==> src/rtl/optical_drive_host_register_interface_defines.svh <==
// Assertion macros for the optical drive host register interface.
`ifndef OPTICAL_DRIVE_HOST_REGISTER_INTERFACE_DEFINES_SVH
`define OPTICAL_DRIVE_HOST_REGISTER_INTERFACE_DEFINES_SVH
`ifndef SYNTH
`define ODHRI_ASSERT(label, clk, rst, prop) \
  label: assert property (@(posedge clk) disable iff (rst) prop) else $error("%m: label");
`define ODHRI_ASSERT_RST(label, clk, prop) \
  label: assert property (@(posedge clk) prop) else $error("%m: label");
`else
`define ODHRI_ASSERT(label, clk, rst, prop)
`define ODHRI_ASSERT_RST(label, clk, prop)
`endif
`endif

==> src/rtl/odhri_pkg.sv <==
// Package: types, constants and codes of the optical drive host register interface.
package odhri_pkg;
  localparam int FifoDepthDefault = 16;
  localparam int SectorBufBytesDefault = 4096;
  localparam int DataSectorLenDefault = 2048;
  localparam int RawSectorLenDefault = 2340;

  typedef enum logic [2:0] {
    CMD_BUS_READ    = 3'd0,
    CMD_BUS_WRITE   = 3'd1,
    CMD_PUSH_RESP   = 3'd2,
    CMD_RAISE_IRQ   = 3'd3,
    CMD_POP_PARAM   = 3'd4,
    CMD_LOAD_SECTOR = 3'd5,
    CMD_SECTOR_RDY  = 3'd6,
    CMD_UNUSED      = 3'd7
  } cmd_t;

  localparam logic [1:0] REG_STATUS = 2'd0;
  localparam logic [1:0] REG_ONE    = 2'd1;
  localparam logic [1:0] REG_TWO    = 2'd2;
  localparam logic [1:0] REG_THREE  = 2'd3;

  localparam logic CFG_ADPCM = 1'b0;
  localparam logic CFG_RAW   = 1'b1;

  typedef struct packed {
    logic [2:0]  command;
    logic [1:0]  reg_offset;
    logic [7:0]  write_value;
    logic [7:0]  drive_byte;
    logic        clear_first;
    logic [2:0]  interrupt_kind;
    logic [11:0] sector_index;
  } in_word_t;

  typedef struct packed {
    logic [7:0] read_data;
    logic       data_valid;
    logic       command_valid;
    logic [4:0] command_code;
    logic       irq_request;
  } out_word_t;

  // FIFO control: clear, push, pop.
  typedef struct packed {
    logic clr;
    logic push;
    logic pop;
  } fifo_ctl_t;
endpackage

==> src/rtl/odhri_fifo.sv <==
// Byte FIFO with clear, drop on full and registered-free head read.
module odhri_fifo #(
  parameter int Depth = odhri_pkg::FifoDepthDefault
) (
  input  logic                clk,
  input  logic                rst,
  input  odhri_pkg::fifo_ctl_t ctl,
  input  logic [7:0]          din,
  output logic [7:0]          dout,
  output logic                empty,
  output logic                full
);
  import odhri_pkg::*;
  localparam int AW = (Depth > 1) ? $clog2(Depth) : 1;
  localparam int CW = $clog2(Depth + 1);

  logic [7:0]    mem [Depth];
  logic [AW-1:0] head, tail;
  logic [CW-1:0] count;
  logic          do_push, do_pop;

  assign empty = (count == '0);
  assign full  = (count == CW'(Depth));
  assign dout  = mem[head];
  assign do_pop  = ctl.pop && !empty && !ctl.clr;
  assign do_push = ctl.push && (ctl.clr || !full);

  always_ff @(posedge clk) begin
    if (do_push) begin
      mem[ctl.clr ? '0 : tail] <= din;
    end
  end

  always_ff @(posedge clk) begin
    if (rst || ctl.clr) begin
      head  <= '0;
      tail  <= (do_push && !rst) ? AW'(1 % Depth) : '0;
      count <= (do_push && !rst) ? CW'(1) : '0;
    end else begin
      if (do_push) begin
        tail <= (tail == AW'(Depth - 1)) ? '0 : tail + 1'b1;
      end
      if (do_pop) begin
        head <= (head == AW'(Depth - 1)) ? '0 : head + 1'b1;
      end
      if (do_push && !do_pop) begin
        count <= count + 1'b1;
      end else if (do_pop && !do_push) begin
        count <= count - 1'b1;
      end
    end
  end
endmodule

==> config.mk <==
export PLATFORM = sky130hd
export DESIGN_NAME = odhri_fifo
export DESIGN_NICKNAME = d
export VERILOG_FILES = /design/src/rtl/optical_drive_host_register_interface_defines.svh /design/src/rtl/odhri_pkg.sv /design/src/rtl/odhri_fifo.sv
export SDC_FILE = /design/constraint.sdc
export NUM_CORES = 1
export LEC_CHECK = 0
export ABC_CLOCK_PERIOD_IN_PS = 2140
export BUFFER_PORTS_ARGS = -buffer_cell sky130_fd_sc_hd__clkbuf_2
export CORE_MARGIN = 3
export CORE_UTILIZATION = 55
export CTS_CLUSTER_SIZE = 25
export DETAILED_ROUTE_END_ITERATION = 10
export GPL_ROUTABILITY_DRIVEN = 1
export GPL_TIMING_DRIVEN = 0
export PLACE_DENSITY = 0.73
export REMOVE_ABC_BUFFERS = 1
export SETUP_SLACK_MARGIN = 0.5
export SLEW_MARGIN = 10
export SYNTH_ARGS = -nofsm -noshare
export SYNTH_HDL_FRONTEND = slang
export SYNTH_SLANG_ARGS = --single-unit
==> constraint.sdc <==
create_clock -name clk -period 2.14 [get_ports clk]
set_input_delay 0.214 -clock clk [delete_from_list [all_inputs] [get_ports clk]]
set_output_delay 0.214 -clock clk [all_outputs]
set_load 0.02 [all_outputs]
==> impl_metrics.yaml, run 1 <==
yosys:
  yosys_warnings: 0
  synth-seq-area-share_pct: 72.50
  synth_area_sq_um: 5896
  synth_cell_types: 41
  avgSynthCellArea_sq_um: 18.42
  ys_ff_latch: 145
  synthCells: 320
grt:
  grt_max_degree: 32
  overflow: 0
  grt_pass1_vias: 3593
  grt.total_usage_pct: 25.07
  antenna_found_initial: 0
  grt_pass1_wl_microns: 20890
placement:
  gp_congestion: 0.7856
  dp_hpwl_microns: 7115
  dp.cells: 466
  io_buffers: 22
route:
  routed_wirelength_microns: 14370
  vias_per_cell: 6.202
  drt_iter0_drc: 331
  wire_per_inst_microns: 25.90
  vias: 3442
  ant_nets: 0
  drcViolationCount: 0
  dr.pass1.iters: 4
timing:
  hold_violations: 0
  tightest_slew_ns: 0.7098
  drv_slew: 0
  fin_ws_ns: -0.2410
  fin_crit_sh_pct: 111.3
  fin_crit_ns: 2.381
  fmax_mhz: 420.0
  grt_setup_unrepaired: "yes"
  relSlewSlack_pct: 52.51
  holdWs_ns: 0.1086
  setup_viol: 117
  skew_ns: 0.008640
status:
  status: "finished, violations left"
  violations: "negative setup slack"
cts:
  cts_tree: "yes"
  cts.sinks: 145
  cts_root_buf: "clkbuf_8"
  path_clk_slew_ns: 0.06
  insertion_delay_ns: 0.52
  clockBufferDepth: 2
  cts_buffers: 17
  htreeDepth: 4
layout:
  drive_above_1_share_pct: 50.84
  final_common_cell: "edfxtp_1"
  fin_cells: 555
  final_nets: 425
  n_fill_cell: 555
  final_core_util_pct: 76.46
  antenna_cells: 0
  syn_to_final_growth_pct: 34.49
  layout_common_cells: "edfxtp_1, mux4_2, buf_6, buf_4, clkbuf_16"
pwr:
  cellPowerDensity_nw_per_um2: 949.5
  p_seq_share_pct: 43.2
  p_int_mw: 5.795
  max-vdd-ir-drop_mv: 0.5241
  clkPwrFrac_pct: 40.9
  cellLeakagePower_nw: 2.689
  switching_share_pct: 23.03
  pwr-share-comb_pct: 15.9
  switching_power_mw: 1.734
critical_path:
  crit_arrival_ns: 2.17
  crit_path_end_kind: "output port"
  crit_family: "multiplexers"
  ff2ff_setup_slack_ns: -0.21
  crit_buf_inv: 2
  slowest_stage: "mux4_2"
  path_class: "reg -> out"
  max_stage_delay_ns: 0.51
  start_kind: "flop"
  worstPathCellList: "buf_12 > mux4_2 > a22oi_2 > nand2_2 > buf_6"
  worstPathMaxFanout: 9
  critPathRequiredTime_ns: 1.93
floorplanning:
  initial_core_util_pct: 56.85
  dieWidth_microns: 109.5
  rows: 37
  die_y_microns: 109.5
  ios: 23
  die_area_sq_um: 12000
  coreArea_sq_um: 10370
run:
  maxCapViolations: 0
min_path:
  hold_path_class: "in -> reg"
Yosys cell counts (all sizes together):
library cell	count	area [sq um]
a211oi	1	7.510
a21o	2	16.27
a21oi	10	50.05
a22oi	16	120.1
a311o	1	11.26
a311oi	1	8.760
and2	2	12.51
buf	8	47.54
clkbuf	10	37.54
dfxtp	8	160.2
edfxtp	137	4114
fa	1	20.02
ha	5	62.56
inv	7	26.28
mux2i	3	30.03
mux4	32	720.7
nand2	15	56.30
nand2b	3	18.77
nand3	3	15.01
nand3b	1	7.510
nand4b	1	8.760
nor2	17	63.81
nor2b	5	31.28
nor3	9	45.04
nor4	3	18.77
nor4b	2	17.52
o211ai	2	33.78
o21ai	4	42.53
o311ai	1	8.760
o41ai	1	8.760
or2	3	18.77
or4	1	11.26
xnor2	4	35.03
xor2	1	8.760
flip-flops by register name, indices dropped and copies added (netlist names), named ones only:
| name | flops |
|---|---|
| head | 4 |
| count | 5 |
| tail | 4 |
| mem | 128 |
worst register-to-register path, cell delays in order (launching register included):
cell and delay (ns):
edfxtp_1 0.44, nor4_4 0.35, mux2i_1 0.15, nand2_2 0.20
inv_2 0.06, fa_2 0.35, nand2b_4 0.17, a21oi_4 0.13
xnor2_1 0.14, mux2i_1 0.21
cell type report:
type | instances | area (sq um) | area share [%]
Clock buffer | 20 | 425.4 | 5.365
Clock inverter | 12 | 188.9 | 2.383
Inverter | 7 | 26.28 | 0.3314
Multi-Input combinational cell | 150 | 1951 | 24.60
Sequential cell | 145 | 4279 | 53.97
Tap cell | 136 | 170.2 | 2.146
Timing Repair Buffer | 85 | 888.4 | 11.20
per-layer routing:
layer / vias up / part of all wire (%) / track usage [%]
met1: 1786 / 37 / 30.64
met3: 41 / 5.6 / 6.518
met5: - / 0 / 0
li1: 1479 / - / -
met4: 0 / 3.4 / 10.77
met2: 136 / 54 / 42.46
per-stage QoR:
step	area (sq um)	TNS, ns	power (mW)	worst slack, ns
after global placement	6091	-64.41	3.849	-1.327
after detailed placement	6233	-7.088	3.898	-0.6121
after global routing	7929	-20.72	7.785	-0.4039
final	7929	-11.78	7.529	-0.2410
after floorplan	5811	-6.071	3.699	-0.5053
after CTS	7635	-2.434	7.331	-0.2570
what timing repair did:
| item | 4_1_cts | 5_1_grt |
|---|---|---|
| endpoints found under the hold margin | 2 | 0 |
| resized for setup | 69 | 48 |
| cloned | 0 | 2 |
| pin swaps | 31 | 22 |
| endpoints found under the setup margin | 157 | 159 |
| buffers inserted | 45 | 9 |
| hold buffers | 1 | 0 |
path summary, 6_finish.rpt:
| path | cells past startpoint | from | end |
|---|---|---|---|
| max reg2reg | 9 | count[2] | count[4] |
| min | 1 | din[0] | mem[6][0] |
| max | 5 | flop | dout[4] |
| min reg2reg | 2 | head[0] | flop |
logic make-up (layout without fill, tap and decap cells):
logic type                 Yosys count  after routing  share of synthesized area (%)
muxes                               35             35                          12.73
adders and majority gates            6              6                          1.401
buffers and inverters               25            124                          1.889
DFF                                145            145                          72.50
AOI/OAI and AO/OA                   39             39                          5.221
xor gates and xnor gates             5              5                         0.7428
and+or+nand+nor                     65             65                          5.518
power by group through the flow:
stage	Combinational (mW)	Sequential [mW]	Clock (mW)
floorplan	0.392	3.31	0
global placement	0.523	3.33	0
detailed placement	0.577	3.32	0
CTS	0.999	3.24	3.09
global route	1.28	3.26	3.24
finish	1.20	3.25	3.08
Note: power is estimated with default switching activity, not from simulation.
==> run 2, diff against run 1 <==
- ABC_CLOCK_PERIOD_IN_PS: 2140 -> 2800
- CORE_UTILIZATION: 55 -> 60
- PLACE_DENSITY: 0.73 -> 0.76
- clock period: 2.14 -> 2.8 ns (I/O delays scaled with it)
==> impl_metrics.yaml, run 2 (synthesis results as in run 1) <==
timing:
  fmax_mhz: 410.6
  drv_slew: 0
  hold_violations: 0
  fin_ws_ns: 0.3647
  skew_ns: 0.006782
  tightest_slew_ns: 0.9644
  fin_crit_sh_pct: 86.97
  grt_setup_unrepaired: "yes"
  relSlewSlack_pct: 35.35
  fin_crit_ns: 2.435
  fin_tns_setup_ns: 0
  setup_viol: 0
critical_path:
  max_stage_delay_ns: 0.50
  r2r-start: "count[2]"
  ff2ff_setup_slack_ns: 0.43
  critPathRequiredTime_ns: 2.52
  reg2regPathDepth: 8
  slowest_stage: "mux4_2"
  crit_path_end_kind: "output port"
  crit_family: "multiplexers"
  worstSetupPathDepth: 5
  worstPathMaxFanout: 6
  crit_buf_inv: 2
  endpoint: "dout[7]"
  worstPathCellList: "buf_12 > mux4_2 > a22oi_2 > nand2_1 > buf_2"
  crit_arrival_ns: 2.16
  path_class: "reg -> out"
  reg2reg_to: "count[3]"
  start_kind: "flop"
grt:
  grt_pass1_wl_microns: 17860
  overflow: 0
  grt_pass1_vias: 3180
  grt_max_degree: 18
  antenna_found_initial: 0
  grt.total_usage_pct: 22.45
layout:
  syn_to_final_growth_pct: 21.05
  fin_area_sq_um: 7137
  drive_above_1_share_pct: 42.13
  layout_common_cells: "edfxtp_1, mux4_2, clkbuf_16, clkbuf_2, buf_4"
  fin_cells: 504
  regMostFlops: "mem"
  largest_reg_flops: 128
  reg_top3: "mem: 128 flops, count: 5 flops"
  antenna_cells: 0
  final_common_cell: "edfxtp_1"
  final_nets: 381
route:
  vias: 3091
  drcViolationCount: 0
  vias_per_cell: 6.133
  ant_nets: 0
  drt_iter0_drc: 269
  routed_wirelength_microns: 11570
  dr.pass1.iters: 5
  wire_per_inst_microns: 22.95
cts:
  ctsHoldBuffers: 0
  cts.sinks: 145
  cts_buffers: 17
  cts_tree: "yes"
  htreeDepth: 4
  insertion_delay_ns: 0.52
  cts_root_buf: "clkbuf_8"
  path_clk_slew_ns: 0.06
  clockBufferDepth: 2
placement:
  dp_slack_ns: 0.1511
  dp.cells: 458
  place_area_sq_um: 6212
  gp_congestion: 0.7817
  dp_hpwl_microns: 6914
  io_buffers: 22
min_path:
  worstHoldStart: "rst"
  hold_path_class: "in -> reg"
pwr:
  max-vdd-ir-drop_mv: 0.6237
  cellPowerDensity_nw_per_um2: 727.7
  cellLeakagePower_nw: 2.304
status:
  status: "completed"
floorplanning:
  ios: 23
  dieWidth_microns: 105.1
  initial_core_util_pct: 62.62
  rows: 35
  die_area_sq_um: 11050
  die_y_microns: 105.1
  coreArea_sq_um: 9415
run:
  maxCapViolations: 0
run 2: cell types whose count changed in the layout (fill, tap and decap cells not counted), sizes merged:
cell and change:
clkinv +1, clkinvlp -2, dlygate4sd3 -1, inv +4
bufinv -5, buf -41
run 2: worst reg2reg max path: stages, from the launching register on:
cell and delay (ns):
edfxtp_1 0.43, nor4_4 0.38, mux2i_2 0.31, nand2_2 0.16
ha_4 0.24, a21o_2 0.21, a21oi_2 0.14, xor2_1 0.19
nor2_1 0.07
run 2: power breakdown:
group	internal, mW	switching (mW)
clock	1.25	0.859
sequential	2.43	0.0624
combinational	0.270	0.314
total	3.96	1.24
run 2: worst min path at each step:
stage / end / slack, ns / depth (start not counted)
floorplan: mem[0][0] / 0.38 / 0
global placement: head[3] / 0.49 / 1
detailed placement: flop / 0.52 / 2
CTS: count[0] / 0.06 / 2
global route: count[0] / 0.09 / 2
finish: tail[0] / 0.09 / 2
run 2: per-layer routing:
metal | up-vias | routed length, microns | part of all wire [%] | global-route usage (%)
met5 | - | 0 | 0 | 0
met4 | 0 | 205 | 1.8 | 8.060
met3 | 14 | 761 | 6.6 | 5.621
met2 | 112 | 6113 | 53 | 36.57
met1 | 1579 | 4486 | 39 | 29.76
li1 | 1386 | - | - | -
run 2: what timing repair did:
action	4_1_cts	5_1_grt
resized for setup	28	26
endpoints found under the setup margin	19	37
buffers inserted	10	3
pin swaps	11	10
gates cloned	1	0
run 2: final cells by class:
class,instances,area [sq um]
sequential,145,4282
fill,520,2278
multi-input combinational,150,1742
clock buffer,22,496.7
timing repair buffer,41,357.8
tap,129,161.4
clock inverter,10,71.32
inverter,7,26.28
run 2: stage by stage:
stage / util (%) / power (mW) / hold WS [ns]
floorplan: - / 2.827 / 0.3789
global placement: 64.60 / 2.938 / 0.4907
detailed placement: 65.98 / 2.978 / 0.5177
CTS: 74.70 / 5.155 / 0.05607
global route: 75.80 / 5.368 / 0.09367
finish: 75.80 / 5.193 / 0.08557
